==> src/rtl/hnr_pkg.sv <==
// ----------------------------------------------------------------------------
// hnr_pkg
// Shared types and constants of the hashed name registry.
// ----------------------------------------------------------------------------
`timescale 1ns / 1ps
`default_nettype none
package hnr_pkg;

  localparam int ENTRIES      = 256;
  localparam int IDX_W        = $clog2(ENTRIES);
  localparam int CNT_W        = $clog2(ENTRIES + 1);
  localparam int TEXT_BYTES   = 4096;
  localparam int TADDR_W      = $clog2(TEXT_BYTES);
  localparam int TFILL_W      = $clog2(TEXT_BYTES + 1);
  localparam int NAME_MAX_LEN = 255;
  localparam int NAME_W       = $clog2(NAME_MAX_LEN);
  localparam int NCNT_W       = $clog2(NAME_MAX_LEN + 2);
  localparam int Q_DEPTH      = 2;
  localparam int Q_PTR_W      = $clog2(Q_DEPTH);
  localparam int Q_CNT_W      = $clog2(Q_DEPTH + 1);

  localparam logic [31:0] FNV_BASIS = 32'd2166136261;
  localparam logic [31:0] FNV_PRIME = 32'd16777619;

  localparam logic [2:0] ST_OK       = 3'd0;
  localparam logic [2:0] ST_INVALID  = 3'd1;
  localparam logic [2:0] ST_SEALED   = 3'd2;
  localparam logic [2:0] ST_CONFLICT = 3'd3;
  localparam logic [2:0] ST_CAPACITY = 3'd4;
  localparam logic [2:0] ST_NOTFOUND = 3'd5;

  localparam logic [2:0] CFG_FIRST   = 3'd0;
  localparam logic [2:0] CFG_LAST    = 3'd1;
  localparam logic [2:0] CFG_ELIMIT  = 3'd2;
  localparam logic [2:0] CFG_TLIMIT  = 3'd3;
  localparam logic [2:0] CFG_SEALED  = 3'd4;

  localparam logic MODE_REG    = 1'b0;
  localparam logic MODE_LOOKUP = 1'b1;

  typedef struct packed {
    logic        mode;
    logic [7:0]  name_byte;
    logic        last;
    logic [31:0] lookup_id;
  } in_item_t;

  typedef struct packed {
    logic [2:0]  status;
    logic [31:0] result_id;
    logic        is_builtin;
    logic [7:0]  builtin_slot;
    logic [11:0] text_start;
    logic [7:0]  text_len;
  } out_item_t;

  typedef struct packed {
    logic [31:0] builtin_first_id;
    logic [31:0] builtin_last_id;
    logic [8:0]  entry_limit;
    logic [12:0] text_limit;
    logic        sealed;
  } cfg_t;

  typedef struct packed {
    logic              is_lookup;
    logic              bad;
    logic [31:0]       id;
    logic [NCNT_W-1:0] len;
  } cmd_t;

  typedef struct packed {
    logic [31:0]        id;
    logic [TADDR_W-1:0] off;
    logic [7:0]         len;
  } entry_t;

  typedef struct packed {
    logic              done;
    logic [NAME_W-1:0] addr;
  } nbuf_ctl_t;

endpackage
`default_nettype wire

==> src/rtl/hnr_queue.sv <==
// ----------------------------------------------------------------------------
// hnr_queue
// Short command queue between the front and the back.
// ----------------------------------------------------------------------------
`timescale 1ns / 1ps
`default_nettype none
module hnr_queue (
  input  wire logic          clk,
  input  wire logic          rst,
  input  wire logic          wr_valid,
  output      logic          wr_ready,
  input  wire hnr_pkg::cmd_t wr_cmd,
  output      logic          rd_valid,
  input  wire logic          rd_pop,
  output      hnr_pkg::cmd_t rd_cmd
);
  hnr_pkg::cmd_t slots [hnr_pkg::Q_DEPTH];
  logic [hnr_pkg::Q_PTR_W-1:0] wp;
  logic [hnr_pkg::Q_PTR_W-1:0] rp;
  logic [hnr_pkg::Q_CNT_W-1:0] cnt;
  logic push;
  logic pop;

  assign wr_ready = (cnt != hnr_pkg::Q_CNT_W'(hnr_pkg::Q_DEPTH));
  assign rd_valid = (cnt != '0);
  assign rd_cmd   = slots[rp];
  assign push     = wr_valid && wr_ready;
  assign pop      = rd_pop && rd_valid;

  always_ff @(posedge clk) begin
    if (push) begin
      slots[wp] <= wr_cmd;
    end
  end

  always_ff @(posedge clk) begin
    if (rst) begin
      wp  <= '0;
      rp  <= '0;
      cnt <= '0;
    end else begin
      if (push) begin
        wp <= wp + 1'b1;
      end
      if (pop) begin
        rp <= rp + 1'b1;
      end
      cnt <= cnt + hnr_pkg::Q_CNT_W'(push) - hnr_pkg::Q_CNT_W'(pop);
    end
  end
endmodule
`default_nettype wire

==> config.mk <==
export PLATFORM = sky130hd
export DESIGN_NAME = hnr_queue
export DESIGN_NICKNAME = d
export VERILOG_FILES = /design/src/rtl/hnr_pkg.sv /design/src/rtl/hnr_queue.sv
export SDC_FILE = /design/constraint.sdc
export NUM_CORES = 1
export LEC_CHECK = 0
export BUFFER_PORTS_ARGS = -buffer_cell sky130_fd_sc_hd__buf_2
export CORE_MARGIN = 3
export CORE_UTILIZATION = 51
export DETAILED_ROUTE_END_ITERATION = 8
export PLACE_DENSITY = 0.77
export SYNTH_ARGS = -nofsm -noshare
export SYNTH_HDL_FRONTEND = slang
export SYNTH_SLANG_ARGS = --single-unit
==> constraint.sdc <==
create_clock -name clk -period 2.8 [get_ports clk]
set_input_delay 0.42 -clock clk [delete_from_list [all_inputs] [get_ports clk]]
set_output_delay 0.42 -clock clk [all_outputs]
set_load 0.02 [all_outputs]
* Word level (Yosys, flattened, before mapping)
Memories as Yosys holds them, arrays and structs flattened. A register that Yosys moved wholly into a read port is not among the register bits. Cells that the tools add are included. Widths: inputs -> output; s select.
Word-level totals: RAM bits 86, bits in registers 4, logic and storage cells 16, memories kept 1, output and inout bits 45, input bits 47
Memories:
- slots | words 2, width 43, rd ports 1, clocked after Yosys merged registers in 1, write ports 1, RTL line hnr_queue.sv:17 | hnr_pkg::cmd_t slots [hnr_pkg::Q_DEPTH];
Cells by class: reductions and logical operators 3, mux-type cells 4, eq/ne operators 1, $add $sub $neg 4
Operators with widths (count):
- $mux 1 | 4
- $add 1x1->1 const B | 2
- $add 2x1->2 | 1
- $logic_and 1x1->1 | 2
- $ne 2x2->1 const B | 1
- $reduce_bool 2->1 | 1
- $sub 2x1->2 | 1

* Depth between registers and ports, before layout
word-level depth 4, mapped depth 6

* Least setup slack after synthesis
No wires, ideal clock.
kind register -> register, start point reg cnt[0] (netlist bit), end point mem slots[1][0] (netlist bit) (enable), setup slack 0.569 ns, clock period less this slack 2.231 ns, library setup time 0.405 ns, arrival 1.826 ns, cell stages (with the launch flop) 3, cell sequence dfxtp_1 -> nand2b_1 -> and3_1
Between the ends: cells in the longest elaborated chain, start to end 4
RTL lines:
- from (decl) | RTL line hnr_queue.sv:20 | logic [hnr_pkg::Q_CNT_W-1:0] cnt;
- from (signal assigned) | RTL line hnr_queue.sv:48 | cnt <= cnt + hnr_pkg::Q_CNT_W'(push) - hnr_pkg::Q_CNT_W'(pop);
- $ne 2x2->1 | RTL line hnr_queue.sv:24 | assign wr_ready = (cnt != hnr_pkg::Q_CNT_W'(hnr_pkg::Q_DEPTH));
- named net wr_ready | RTL line hnr_queue.sv:11 | output logic wr_ready,
- $logic_and 1x1->1 | RTL line hnr_queue.sv:27 | assign push = wr_valid && wr_ready;
- $mux 1 | RTL line hnr_queue.sv:31 | if (push) begin
- $mux 1 (implied by the code) | RTL line hnr_queue.sv:32 | slots[wp] <= wr_cmd;
- to (decl) | RTL line hnr_queue.sv:17
The timed path passes the listed nets, and every way through them passes these cells.

==> impl_results.md <==
- Outcome: finished clean
- # diodes: 0
- Initial DRC Count: around 120
- Final min period: 2150 ps
- Worst-path clk slew: around 90 ps
- Crit path arrival time: around 1700 ps
- # rows: 28
- Netlist Area Pre-Place: ~3300 um^2
- Leak: 1.58 nW
- IO Pins: just over 90
- Gate Count Post-Synth: between 150 and 200
- H-tree depth: 3
- Via density: 5.11
- CP max stage delay: ~600 ps
- Share of layout cells above drive strength 1: 0.586
- # port buffers: 91
- DRC: 0
- Die H: roughly 87 um
- Top delay family on crit path: flip-flops
- CTS max path bufs: 2
- Slowest CP cell: dfxtp_2
- Clk root buf: clkbuf_8
- Avg Cell Area, Syn: between 20 and 25 um^2
- Die span in x: approximately 87 um
- Max_cap viols: 0
- Layout area overhead: 24.3%
- Worst vdd ir: approximately 0.56 mV
- Initial antenna violation count: 1
- Unrepaired setup endpoints after global routing: false
- Post-synth ARST share: 0
- Antenna-violating nets left: 0
- Finished Layout Cells: approximately 340
- GP Congestion: just over 0.7
- Drt total wl: approximately 5800 um
- Area contributors post-synth: edfxtp_1 77%, mux2_2 14%, dfxtp_1 3.0%
- Synth unique cells: 22
- Setup tns final: 0 ps
- Worst-Skew Late Latency: around 340 ps
- Ordered list of cells on the worst path: buf_12, mux2_2, buf_2
- Largest net degree at the start of global routing: 44
- Final Hold Viols: 0
- YS warnings: 0
- Global-route wire length before repair: slightly below 9000 um
- Initial core utilization: 0.546
- # placed instances: around 330
- Area share of the largest cell type after synthesis: 0.771
- Post-DP Area: 3920 um^2
- Final setup vio count: 0
- Vias in the first global route: between 1500 and 2000
- Slew HR: 0.607
- Synthesized Nets: 211
- Hold WC Path Type: in -> reg
- Critical Path Fanout Max: 27
- DR pass1 iterations: 4
- Wirelength per Cell: roughly 17 um
- Yosys reg bits: a little over 90
- Synth Flop Type: edfxtp_1
- Critical path required time: approximately 2400 ps
- Worst setup EP type: output port
- Post-CTS Setup Inserts: 0
- Core ar.: around 6000 um^2
- F_max: about 470 MHz
- Vias: around 1800
- NumNets Final: 311
- Crit path buf inv count: 2
- Number of synthesized flops with an enable pin: 86
- # hold bufs at CTS: 0
- Setup slack at placement: ~1000 ps
- Crit path launch type: flop
- CTS tree: yes
- PnR worst setup slack: between 600 and 700 ps
- Total power draw: approximately 3.6 mW
- Design Area, Final: roughly 4200 um^2
- Clk_skew: 8.58 ps
- Slew of the pin with the lowest slew margin: approximately 590 ps
- Register area share after synthesis: 0.801
- P per Cell Area: approximately 860 nW/um^2
- Die area: approximately 7600 um^2
- Class of the most critical setup path: reg -> out
- Dominant cell type by area after synthesis: edfxtp_1
- CTS Buf Count: 9
- All-Layer GR Usage: 0.159
- Hpwl dp: between 3000 and 4000 um
- Slew Limit Fails: 0
- Clock net sink count: 91
- Post-cts sizing count: 0
- GR Overflow Total: 0
- Final period utilization: 0.767
## sequential cells by signal, indices dropped and copies added, names as in the netlist, named ones only
signal  count
rp          1
wp          1
slots      86
cnt         2
## cells in the final DEF, fill, tap and decap left out, drive strengths merged
cell / n
nand3: 1
and3: 1
nor2: 5
edfxtp: 86
nand2b: 1
o21ai: 2
ha: 1
buf: 94
mux2: 44
a211oi: 1
or2: 1
xor2: 1
nand3b: 1
clkbuf: 9
a32oi: 1
clkinv: 2
nor2b: 2
a21oi: 1
dfxtp: 5
bufinv: 3
and2b: 1
a21bo: 2
clkinvlp: 1
inv: 2
## through the flow
stage / hold slack (ps) / util
final: 260 / 0.679
after global routing: 237 / 0.679
after CTS: 247 / 0.679
after detailed placement: 537 / 0.640
after global placement: 485 / 0.640
after floorplan: 472 / -
## worst paths after layout
| kind | startpoint | to | slack, ps | cells past startpoint |
|---|---|---|---|---|
| max reg2reg | cnt[0]$_SDFF_PP0_ | slots[0][18]$_DFFE_PP_ | 1040 | 4 |
| min | wr_cmd[22] | slots[0][22]$_DFFE_PP_ | 260 | 1 |
| max | flop | rd_cmd[38] | 650 | 3 |
| min reg2reg | rp$_SDFFE_PP0P_ | flop | 550 | 2 |
## routing by layer
layer	track usage	wire length, um
met5	0	13
met4	0.0552	55
met3	0.0785	572
met2	0.240	2740
met1	0.201	2370
## worst reg2reg max path, delay by kind of cell, from the launching register on
| kind | cells | cell delay [ps] |
|---|---|---|
| flip-flops | 1 | 450 |
| AND/OR/NAND/NOR | 2 | 340 |
| buffers and inverters | 2 | 670 |
## Yosys cell counts, types with 2 or more instances
master,number
dfxtp_1,5
mux2_2,43
buf_2,5
edfxtp_1,86
nor2_1,5
o21ai_0,2
nor2b_1,2
## area by class of cell
class                           instances  area (um^2)
Clock inverter                          7          115
Multi-Input combinational cell         66          639
Inverter                                1         3.75
Fill cell                             427         1970
Sequential cell                        91         2680
Timing Repair Buffer                   94          503
Clock buffer                            9          124
Tap cell                               75         93.8
## cell families after synthesis
logic type / after synthesis / share of synthesized area
adder cells (fa/ha/maj): 1 / 0.00373
buffers and inverters: 6 / 0.00859
AO/OA/AOI/OAI: 7 / 0.0153
multiplexers: 44 / 0.148
AND/OR/NAND/NOR: 13 / 0.0209
flip-flops: 91 / 0.801
XOR/XNOR: 1 / 0.00262
## power by group
group | total [mW] | leakage (nW) | internal, mW | switching [mW]
sequential | 1.73 | 0.846 | 1.65 | 0.0719
combinational | 0.838 | 0.614 | 0.360 | 0.478
clock | 1.02 | 0.117 | 0.591 | 0.429
Power figures use the tool's default switching activity.
