## config.mk

```make
export PLATFORM = sky130hd
export DESIGN_NAME = hnr_front
export DESIGN_NICKNAME = d
export VERILOG_FILES = /design/src/rtl/hnr_pkg.sv /design/src/rtl/hnr_front.sv
export SDC_FILE = /design/constraint.sdc
export NUM_CORES = 2
export LEC_CHECK = 0
export BUFFER_PORTS_ARGS = -buffer_cell sky130_fd_sc_hd__buf_2
export CAP_MARGIN = 15
export CORE_MARGIN = 2
export CORE_UTILIZATION = 57
export DETAILED_ROUTE_END_ITERATION = 12
export MAX_ROUTING_LAYER = met4
export PLACE_DENSITY = 0.88
export SKIP_LAST_GASP = 1
export SLEW_MARGIN = 10
export SYNTH_ARGS = -nofsm -noshare
export SYNTH_HDL_FRONTEND = slang
export SYNTH_SLANG_ARGS = --single-unit
export TNS_END_PERCENT = 30
```

## constraint.sdc

```tcl
create_clock -name clk -period 8.37 [get_ports clk]
set_input_delay 1.674 -clock clk [delete_from_list [all_inputs] [get_ports clk]]
set_output_delay 1.674 -clock clk [all_outputs]
set_load 0.01 [all_outputs]
```

## src/rtl/hnr_pkg.sv

```systemverilog
// ----------------------------------------------------------------------------
// hnr_pkg
// Shared types and constants of the hashed name registry.
// ----------------------------------------------------------------------------
`timescale 1ns / 1ps
`default_nettype none
package hnr_pkg;

  localparam int ENTRIES      = 256;
  localparam int IDX_W        = $clog2(ENTRIES);
  localparam int CNT_W        = $clog2(ENTRIES + 1);
  localparam int TEXT_BYTES   = 4096;
  localparam int TADDR_W      = $clog2(TEXT_BYTES);
  localparam int TFILL_W      = $clog2(TEXT_BYTES + 1);
  localparam int NAME_MAX_LEN = 255;
  localparam int NAME_W       = $clog2(NAME_MAX_LEN);
  localparam int NCNT_W       = $clog2(NAME_MAX_LEN + 2);
  localparam int Q_DEPTH      = 2;
  localparam int Q_PTR_W      = $clog2(Q_DEPTH);
  localparam int Q_CNT_W      = $clog2(Q_DEPTH + 1);

  localparam logic [31:0] FNV_BASIS = 32'd2166136261;
  localparam logic [31:0] FNV_PRIME = 32'd16777619;

  localparam logic [2:0] ST_OK       = 3'd0;
  localparam logic [2:0] ST_INVALID  = 3'd1;
  localparam logic [2:0] ST_SEALED   = 3'd2;
  localparam logic [2:0] ST_CONFLICT = 3'd3;
  localparam logic [2:0] ST_CAPACITY = 3'd4;
  localparam logic [2:0] ST_NOTFOUND = 3'd5;

  localparam logic [2:0] CFG_FIRST   = 3'd0;
  localparam logic [2:0] CFG_LAST    = 3'd1;
  localparam logic [2:0] CFG_ELIMIT  = 3'd2;
  localparam logic [2:0] CFG_TLIMIT  = 3'd3;
  localparam logic [2:0] CFG_SEALED  = 3'd4;

  localparam logic MODE_REG    = 1'b0;
  localparam logic MODE_LOOKUP = 1'b1;

  typedef struct packed {
    logic        mode;
    logic [7:0]  name_byte;
    logic        last;
    logic [31:0] lookup_id;
  } in_item_t;

  typedef struct packed {
    logic [2:0]  status;
    logic [31:0] result_id;
    logic        is_builtin;
    logic [7:0]  builtin_slot;
    logic [11:0] text_start;
    logic [7:0]  text_len;
  } out_item_t;

  typedef struct packed {
    logic [31:0] builtin_first_id;
    logic [31:0] builtin_last_id;
    logic [8:0]  entry_limit;
    logic [12:0] text_limit;
    logic        sealed;
  } cfg_t;

  typedef struct packed {
    logic              is_lookup;
    logic              bad;
    logic [31:0]       id;
    logic [NCNT_W-1:0] len;
  } cmd_t;

  typedef struct packed {
    logic [31:0]        id;
    logic [TADDR_W-1:0] off;
    logic [7:0]         len;
  } entry_t;

  typedef struct packed {
    logic              done;
    logic [NAME_W-1:0] addr;
  } nbuf_ctl_t;

endpackage
`default_nettype wire

```

## src/rtl/hnr_front.sv

```systemverilog
// ----------------------------------------------------------------------------
// hnr_front
// Takes items, hashes name bytes, keeps the name buffer, issues commands.
// ----------------------------------------------------------------------------
`timescale 1ns / 1ps
`default_nettype none
module hnr_front (
  input  wire logic              clk,
  input  wire logic              rst,
  input  wire logic              in_valid,
  output      logic              in_ready,
  input  wire hnr_pkg::in_item_t in_item,
  output      logic              q_valid,
  input  wire logic              q_ready,
  output      hnr_pkg::cmd_t     q_cmd,
  input  wire hnr_pkg::nbuf_ctl_t nbuf_ctl,
  output      logic [7:0]        nbuf_data
);
  logic [7:0] nbuf [hnr_pkg::NAME_MAX_LEN];
  logic [31:0] hash;
  logic [31:0] hash_next;
  logic [31:0] mix;
  logic [hnr_pkg::NCNT_W-1:0] cnt;
  logic [hnr_pkg::NCNT_W-1:0] cnt_next;
  logic bad;
  logic bad_next;
  logic pending;
  logic acc;
  logic is_reg;

  assign is_reg    = (in_item.mode == hnr_pkg::MODE_REG);
  assign in_ready  = is_reg ? (!pending && (!in_item.last || q_ready)) : q_ready;
  assign acc       = in_valid && in_ready;
  assign mix       = hash ^ {24'd0, in_item.name_byte};
  assign hash_next = mix * hnr_pkg::FNV_PRIME;
  assign cnt_next  = (cnt <= hnr_pkg::NCNT_W'(hnr_pkg::NAME_MAX_LEN)) ? cnt + 1'b1 : cnt;
  assign bad_next  = bad || (in_item.name_byte == 8'd0);
  assign q_valid   = acc && (!is_reg || in_item.last);

  always_comb begin
    q_cmd.is_lookup = !is_reg;
    q_cmd.bad       = bad_next;
    q_cmd.id        = is_reg ? hash_next : in_item.lookup_id;
    q_cmd.len       = cnt_next;
  end

  always_ff @(posedge clk) begin
    if (acc && is_reg && (cnt < hnr_pkg::NCNT_W'(hnr_pkg::NAME_MAX_LEN))) begin
      nbuf[cnt[hnr_pkg::NAME_W-1:0]] <= in_item.name_byte;
    end
    nbuf_data <= nbuf[nbuf_ctl.addr];
  end

  always_ff @(posedge clk) begin
    if (rst) begin
      hash    <= hnr_pkg::FNV_BASIS;
      cnt     <= '0;
      bad     <= 1'b0;
      pending <= 1'b0;
    end else begin
      if (nbuf_ctl.done) begin
        pending <= 1'b0;
      end
      if (acc && is_reg) begin
        if (in_item.last) begin
          hash    <= hnr_pkg::FNV_BASIS;
          cnt     <= '0;
          bad     <= 1'b0;
          pending <= 1'b1;
        end else begin
          hash <= hash_next;
          cnt  <= cnt_next;
          bad  <= bad_next;
        end
      end
    end
  end
endmodule
`default_nettype wire

```

Yosys cells after proc, flatten, opt, wreduce, memory -nomap -nowiden
Memories as Yosys holds them, arrays and structs flattened. A register that Yosys moved wholly into a read port is not among the register bits.
Cells that the tools add are included.
- bits in writable memories: 2040
- word-level logic and storage cells: 33
- memory bits (read-only): 0
- bits in registers: 43
- memories kept: 1
- latch bits: 0
- output and inout port bits: 53
- input port bits: 55
- bitwise logic cells: 2
- muxes and demuxes: 11
- reduce and logical (&&, ||, !) cells: 11
- magnitude comparators: 2
- $add $sub $neg: 1
- div/mod/pow operators: 0
- eq/ne operators: 0
- shifts and indexed selects: 0
- multipliers: 1
- memories (memory ; words ; bits a word ; rd ports ; clocked after Yosys merged registers in ; write ports ; RTL line ; RTL):
    nbuf ; 255 ; 8 ; 1 ; 1 ; 1 ; hnr_front.sv:19 ; logic [7:0] nbuf [hnr_pkg::NAME_MAX_LEN];
- operators by type and width (kind ; count):
    $mux W32 ; 2
    $mul A32 B25 Y32 const B ; 1
    $xor A32 B8 Y32 ; 1
    $mux W9 ; 2
    $add A9 B1 Y9 const B ; 1
    $le A9 B8 Y1 const B ; 1
    $lt A9 B8 Y1 const B ; 1
    $logic_not A8 Y1 ; 1
    $mux W1 ; 7
    $logic_and A1 B1 Y1 ; 5
    $logic_or A1 B1 Y1 ; 3
    $logic_not A1 Y1 ; 2
    $not A1 Y1 ; 1

Logic depth before layout (Yosys ltp)
- depth after elaboration: 9
- mapped depth: 20
- gate-level depth less buffers: 20

Least setup slack after synthesis
No wires, ideal clock.
- path kind: input port to output port
- start: input port in_item[40] in the netlist's numbering
- end: output port q_cmd[32] in the netlist's numbering
- data arrival time: 6675 ps
- data required time: 6696 ps
- slack: 21 ps
- stages: 19
- cells stage by stage: xor2_1 ha_1 ha_1 fa_1 ha_1 fa_1 ha_1 inv_1 fa_1 inv_1 ha_1 a21o_1 a211o_1 o211a_1 or2_2 a21boi_0 o211ai_1 xnor2_1 o21ai_0
- RTL lines (item ; RTL line ; RTL):
    from (decl) ; hnr_front.sv:12 ; input wire hnr_pkg::in_item_t in_item,
    to (decl) ; hnr_front.sv:15 ; output hnr_pkg::cmd_t q_cmd,

==> impl_metrics.prom <==
# TYPE chip_impl_metric gauge
chip_impl_info{name="run_status",value="complete, no violations"} 1
chip_impl_metric{name="routed_via_count_divided_by_cell_count",unit=""} 7.08
chip_impl_info{name="unrepaired_setup_endpoints_after_global_routing",value="true"} 1
chip_impl_metric{name="route.detailed.drc",unit=""} 0
chip_impl_metric{name="antenna_violations_before_repair",unit=""} 14
chip_impl_metric{name="synth_seq_area_share",unit="%"} 71.4
chip_impl_metric{name="worst_slew_pin_slew",unit="ps"} 1260
chip_impl_metric{name="yosysTopAreaCellShare",unit="%"} 70.2
chip_impl_metric{name="final_net_count",unit=""} 4954
chip_impl_info{name="timing_worst_setup_path_type",value="in2out"} 1
chip_impl_metric{name="cp.arrival",unit="ps"} 6680
chip_impl_metric{name="report.final.slew_viol_count",unit=""} 0
chip_impl_info{name="crit_path_end_kind",value="primary output"} 1
chip_impl_metric{name="drt_wl_total",unit="microns"} 247000
chip_impl_metric{name="worst-endpoint-required",unit="ps"} 6700
chip_impl_metric{name="finalSetupViolCount",unit=""} 0
chip_impl_info{name="synthFlopType",value="sky130_fd_sc_hd__edfxtp_1"} 1
chip_impl_info{name="crit_top_cell",value="sky130_fd_sc_hd__fa_1"} 1
chip_impl_metric{name="grt_pass1_wl",unit="microns"} 352000
chip_impl_metric{name="post_synth.cell_area_avg",unit="sq um"} 19.7
chip_impl_info{name="netlist_top_cells_count",value="2,040 x sky130_fd_sc_hd__edfxtp_1, 554 x sky130_fd_sc_hd__mux4_2, 316 x sky130_fd_sc_hd__nor2_1"} 1
chip_impl_metric{name="worst_relative_slew_slack",unit="%"} 16.3
chip_impl_info{name="clock_tree_from_tritoncts",value="done"} 1
chip_impl_metric{name="power.static_leakage",unit="nW"} 31.9
chip_impl_metric{name="grt_remaining_overflow",unit=""} 0
chip_impl_metric{name="timing.final.hold_violations",unit=""} 0
chip_impl_metric{name="clock_latency_at_the_later_pin_of_the_worst_skew_pair",unit="ps"} 860
chip_impl_metric{name="boundaryPins",unit=""} 108
chip_impl_metric{name="number_of_cells_after_detailed_placement",unit=""} 6462
chip_impl_metric{name="post_synth_instance_area",unit="sq um"} 87200
chip_impl_metric{name="row_count",unit=""} 143
chip_impl_info{name="slowest_cell_on_the_critical_path",value="sky130_fd_sc_hd__fa_1"} 1
chip_impl_metric{name="postSynth.asyncResetShare",unit="%"} 0
chip_impl_metric{name="fmaxAchievable",unit="MHz"} 120
chip_impl_metric{name="power.ir.vdd_worst",unit="mV"} 2.01
chip_impl_metric{name="post-route-worst-setup-slack",unit="ps"} 14.7
chip_impl_metric{name="drtPass1Iterations",unit=""} 6
chip_impl_metric{name="preCtsSetupSlack",unit="ps"} -398
chip_impl_metric{name="vias",unit=""} 48418
chip_impl_metric{name="detailed_place_hpwl",unit="microns"} 133000
chip_impl_metric{name="detail-route-antenna-nets",unit=""} 0
chip_impl_metric{name="wl_per_cell",unit="microns"} 36.2
chip_impl_metric{name="fin_crit",unit="ps"} 8360
chip_impl_metric{name="clk_transition_reported_paths",unit="ps"} 50
chip_impl_metric{name="area.growth.synth_to_final",unit="%"} 11.4
chip_impl_metric{name="power_per_cell_area",unit="nW/um^2"} 371
chip_impl_info{name="kind_of_cell_with_the_highest_combined_delay_on_the_critical_path",value="adder cells"} 1
chip_impl_metric{name="htreeDepth",unit=""} 4
chip_impl_metric{name="numPortBuffers",unit=""} 107
chip_impl_metric{name="grt_max_degree",unit=""} 220
chip_impl_metric{name="clkSinkCount",unit=""} 2091
chip_impl_metric{name="groute.usage.overall",unit="%"} 32.5
chip_impl_metric{name="first_global_vias",unit=""} 48817
chip_impl_info{name="clock_tree.root_cell",value="sky130_fd_sc_hd__clkbuf_16"} 1
chip_impl_metric{name="layoutNonFillerInstCount",unit=""} 6835
chip_impl_metric{name="cpPeakStageDelay",unit="ps"} 520
chip_impl_info{name="yosys.area.top_type",value="sky130_fd_sc_hd__edfxtp_1"} 1
chip_impl_metric{name="crit_buf_inv",unit=""} 7
chip_impl_metric{name="initial_core_util",unit="%"} 57.4
chip_impl_metric{name="synth_seq_cells",unit=""} 2091
chip_impl_info{name="timing.critical_path.cells",value="clkbuf_8, xor2_1, ha_4, ha_4, fa_1, ha_2, fa_1, ha_1, inv_1, fa_1, inv_1, ha_1, nand4_1, or3_4, a211oi_2, buf_4, o21ai_4, nand3_4, buf_6, a311oi_4, o31ai_2, buf_4, buf_6"} 1
chip_impl_metric{name="cts_max_path_buffers",unit=""} 3
chip_impl_info{name="hold_class",value="reg2reg"} 1
chip_impl_metric{name="detail_route.iter0.violations",unit=""} 8227
chip_impl_metric{name="final_layout_size_suffix_gt1_share",unit="%"} 24.0
chip_impl_metric{name="cap_viol_max_count",unit=""} 0
chip_impl_info{name="setup.worst_path.start_class",value="input pin"} 1
chip_impl_metric{name="critical_path.max_fanout",unit=""} 3
chip_impl_metric{name="synth_nets",unit=""} 4755
chip_impl_metric{name="die_x",unit="microns"} 395
chip_impl_info{name="synth_most_common_cell",value="sky130_fd_sc_hd__edfxtp_1"} 1
chip_impl_metric{name="numCtsBuffers",unit=""} 194
chip_impl_metric{name="number_of_cells_produced_by_synthesis",unit=""} 4438
chip_impl_metric{name="synth_enable_flop_cells",unit=""} 2040
chip_impl_metric{name="yosys_warnings",unit=""} 0
chip_impl_metric{name="ys_types",unit=""} 63
chip_impl_metric{name="die_h",unit="microns"} 395
chip_impl_metric{name="portion_of_the_clock_cycle_consumed_by_the_worst_path_in_the_final_layout",unit="%"} 99.8
chip_impl_metric{name="fp.coreArea",unit="sq um"} 152000
chip_impl_metric{name="clock_skew",unit="ps"} 63.6
chip_impl_metric{name="gp_routability_congestion",unit=""} 0.911
chip_impl_metric{name="floorplan.die_area",unit="sq um"} 156000
chip_impl_info{name="ys_top_cells_by_area",value="sky130_fd_sc_hd__edfxtp_1 70%, sky130_fd_sc_hd__mux4_2 14%, sky130_fd_sc_hd__ha_1 2.7%, sky130_fd_sc_hd__fa_1 1.7%, sky130_fd_sc_hd__mux2i_1 1.7%"} 1
-- cells in the final DEF, fill, tap and decap left out, types with 20 or more instances in the layout --
cell type | Yosys | routed
sky130_fd_sc_hd__clkinv_1 | 0 | 42
sky130_fd_sc_hd__inv_1 | 172 | 169
sky130_fd_sc_hd__a21oi_1 | 96 | 94
sky130_fd_sc_hd__clkinv_2 | 0 | 25
sky130_fd_sc_hd__diode_2 | 0 | 20
sky130_fd_sc_hd__clkbuf_1 | 124 | 45
sky130_fd_sc_hd__mux2i_1 | 145 | 145
sky130_fd_sc_hd__nor2_1 | 316 | 316
sky130_fd_sc_hd__fa_1 | 74 | 74
sky130_fd_sc_hd__ha_1 | 188 | 166
sky130_fd_sc_hd__mux4_2 | 554 | 554
sky130_fd_sc_hd__o22ai_1 | 23 | 23
sky130_fd_sc_hd__a211oi_1 | 59 | 56
sky130_fd_sc_hd__clkbuf_16 | 0 | 198
sky130_fd_sc_hd__nand2_1 | 105 | 92
sky130_fd_sc_hd__buf_4 | 34 | 124
sky130_fd_sc_hd__o21ai_0 | 59 | 57
sky130_fd_sc_hd__buf_2 | 46 | 91
sky130_fd_sc_hd__edfxtp_1 | 2040 | 2040
sky130_fd_sc_hd__nor2b_1 | 41 | 41
sky130_fd_sc_hd__dfxtp_1 | 51 | 51
sky130_fd_sc_hd__xnor2_1 | 31 | 29
-- power breakdown --
group | internal [mW] | switching, mW
Clock | 4.77 | 4.06
Combinational | 7.16 | 8.45
Sequential | 11.5 | 0.0798
Total | 23.5 | 12.6
-- cells by family (layout without fill, tap and decap cells) --
family          after synthesis  count (layout)  synth area share [%]
simple gates                551             551                  2.71
flops                      2091            2091                  71.4
other cells                   0              20                     0
compound gates              348             348                  2.59
xor+xnor                     58              58                 0.582
buf+inv                     414             761                  2.18
fa+ha+maj                   262             262                  4.39
mux                         714             714                  16.2
-- through the flow --
stage	hold slack, ps	total power, mW	TNS (ps)	area (sq um)	utilization [%]
after floorplan	453	19.8	0	87200	-
after global placement	475	25.1	-3120	90300	59.5
after detailed placement	497	25.3	-3030	90300	59.5
after CTS	504	34.9	0	96900	63.8
after global routing	573	37.5	-736	97200	64.0
final	524	36.0	0	97200	64.0
-- final cells by class --
class,count,area (sq um)
Inverter,173,652
Tap cell,2030,2540
Antenna cell,20,50.0
Clock inverter,100,1050
Sequential cell,2091,62300
Multi-Input combinational cell,1933,23600
Timing Repair Buffer,244,1890
Fill cell,9074,54700
Clock buffer,244,5100
-- path summary, 6_finish.rpt --
path,start,to,slack (ps),depth (start not counted)
max,in_item[38],q_cmd[38],10,23
min,bad,bad,520,2
max reg2reg,hash[16],hash[29],2560,23
min reg2reg,bad,bad,520,2
-- worst reg2reg max path, stage by stage, from the launching register on --
cell and delay (ps):
sky130_fd_sc_hd__dfxtp_1 540, sky130_fd_sc_hd__ha_1 310, sky130_fd_sc_hd__ha_1 270, sky130_fd_sc_hd__inv_1 40, sky130_fd_sc_hd__fa_1 480, sky130_fd_sc_hd__inv_1 40, sky130_fd_sc_hd__ha_1 200, sky130_fd_sc_hd__fa_1 450
sky130_fd_sc_hd__ha_1 290, sky130_fd_sc_hd__inv_1 40, sky130_fd_sc_hd__fa_1 500, sky130_fd_sc_hd__inv_1 50, sky130_fd_sc_hd__ha_1 410, sky130_fd_sc_hd__a41o_1 270, sky130_fd_sc_hd__a21oi_1 170, sky130_fd_sc_hd__o21ai_0 220
sky130_fd_sc_hd__nand2_1 190, sky130_fd_sc_hd__nand3_4 110, sky130_fd_sc_hd__buf_6 140, sky130_fd_sc_hd__a41o_1 220, sky130_fd_sc_hd__buf_4 140, sky130_fd_sc_hd__buf_4 140, sky130_fd_sc_hd__or3_1 350, sky130_fd_sc_hd__a21oi_1 140
-- state kept, by name, indices dropped and copies added, names as in the netlist --
signal     count
nbuf_data      8
pending        1
bad            1
nbuf        2040
cnt            9
hash          32
-- per-layer routing --
layer	vias to the layer above	global-route usage [%]	wire length, microns
li1	18300	-	-
met1	24208	40.0	78900
met2	4820	49.2	117000
met3	1090	8.65	33800
met4	0	18.5	17500
met5	-	-	0
-- what timing repair did --
item | CTS | global route
setup buffers | 6 | 4
setup endpoints to repair | 13 | 15
resized for setup | 45 | 43
pin swaps | 28 | 30
hold buffers | 0 | 0
(Power assumes the default switching activity.)
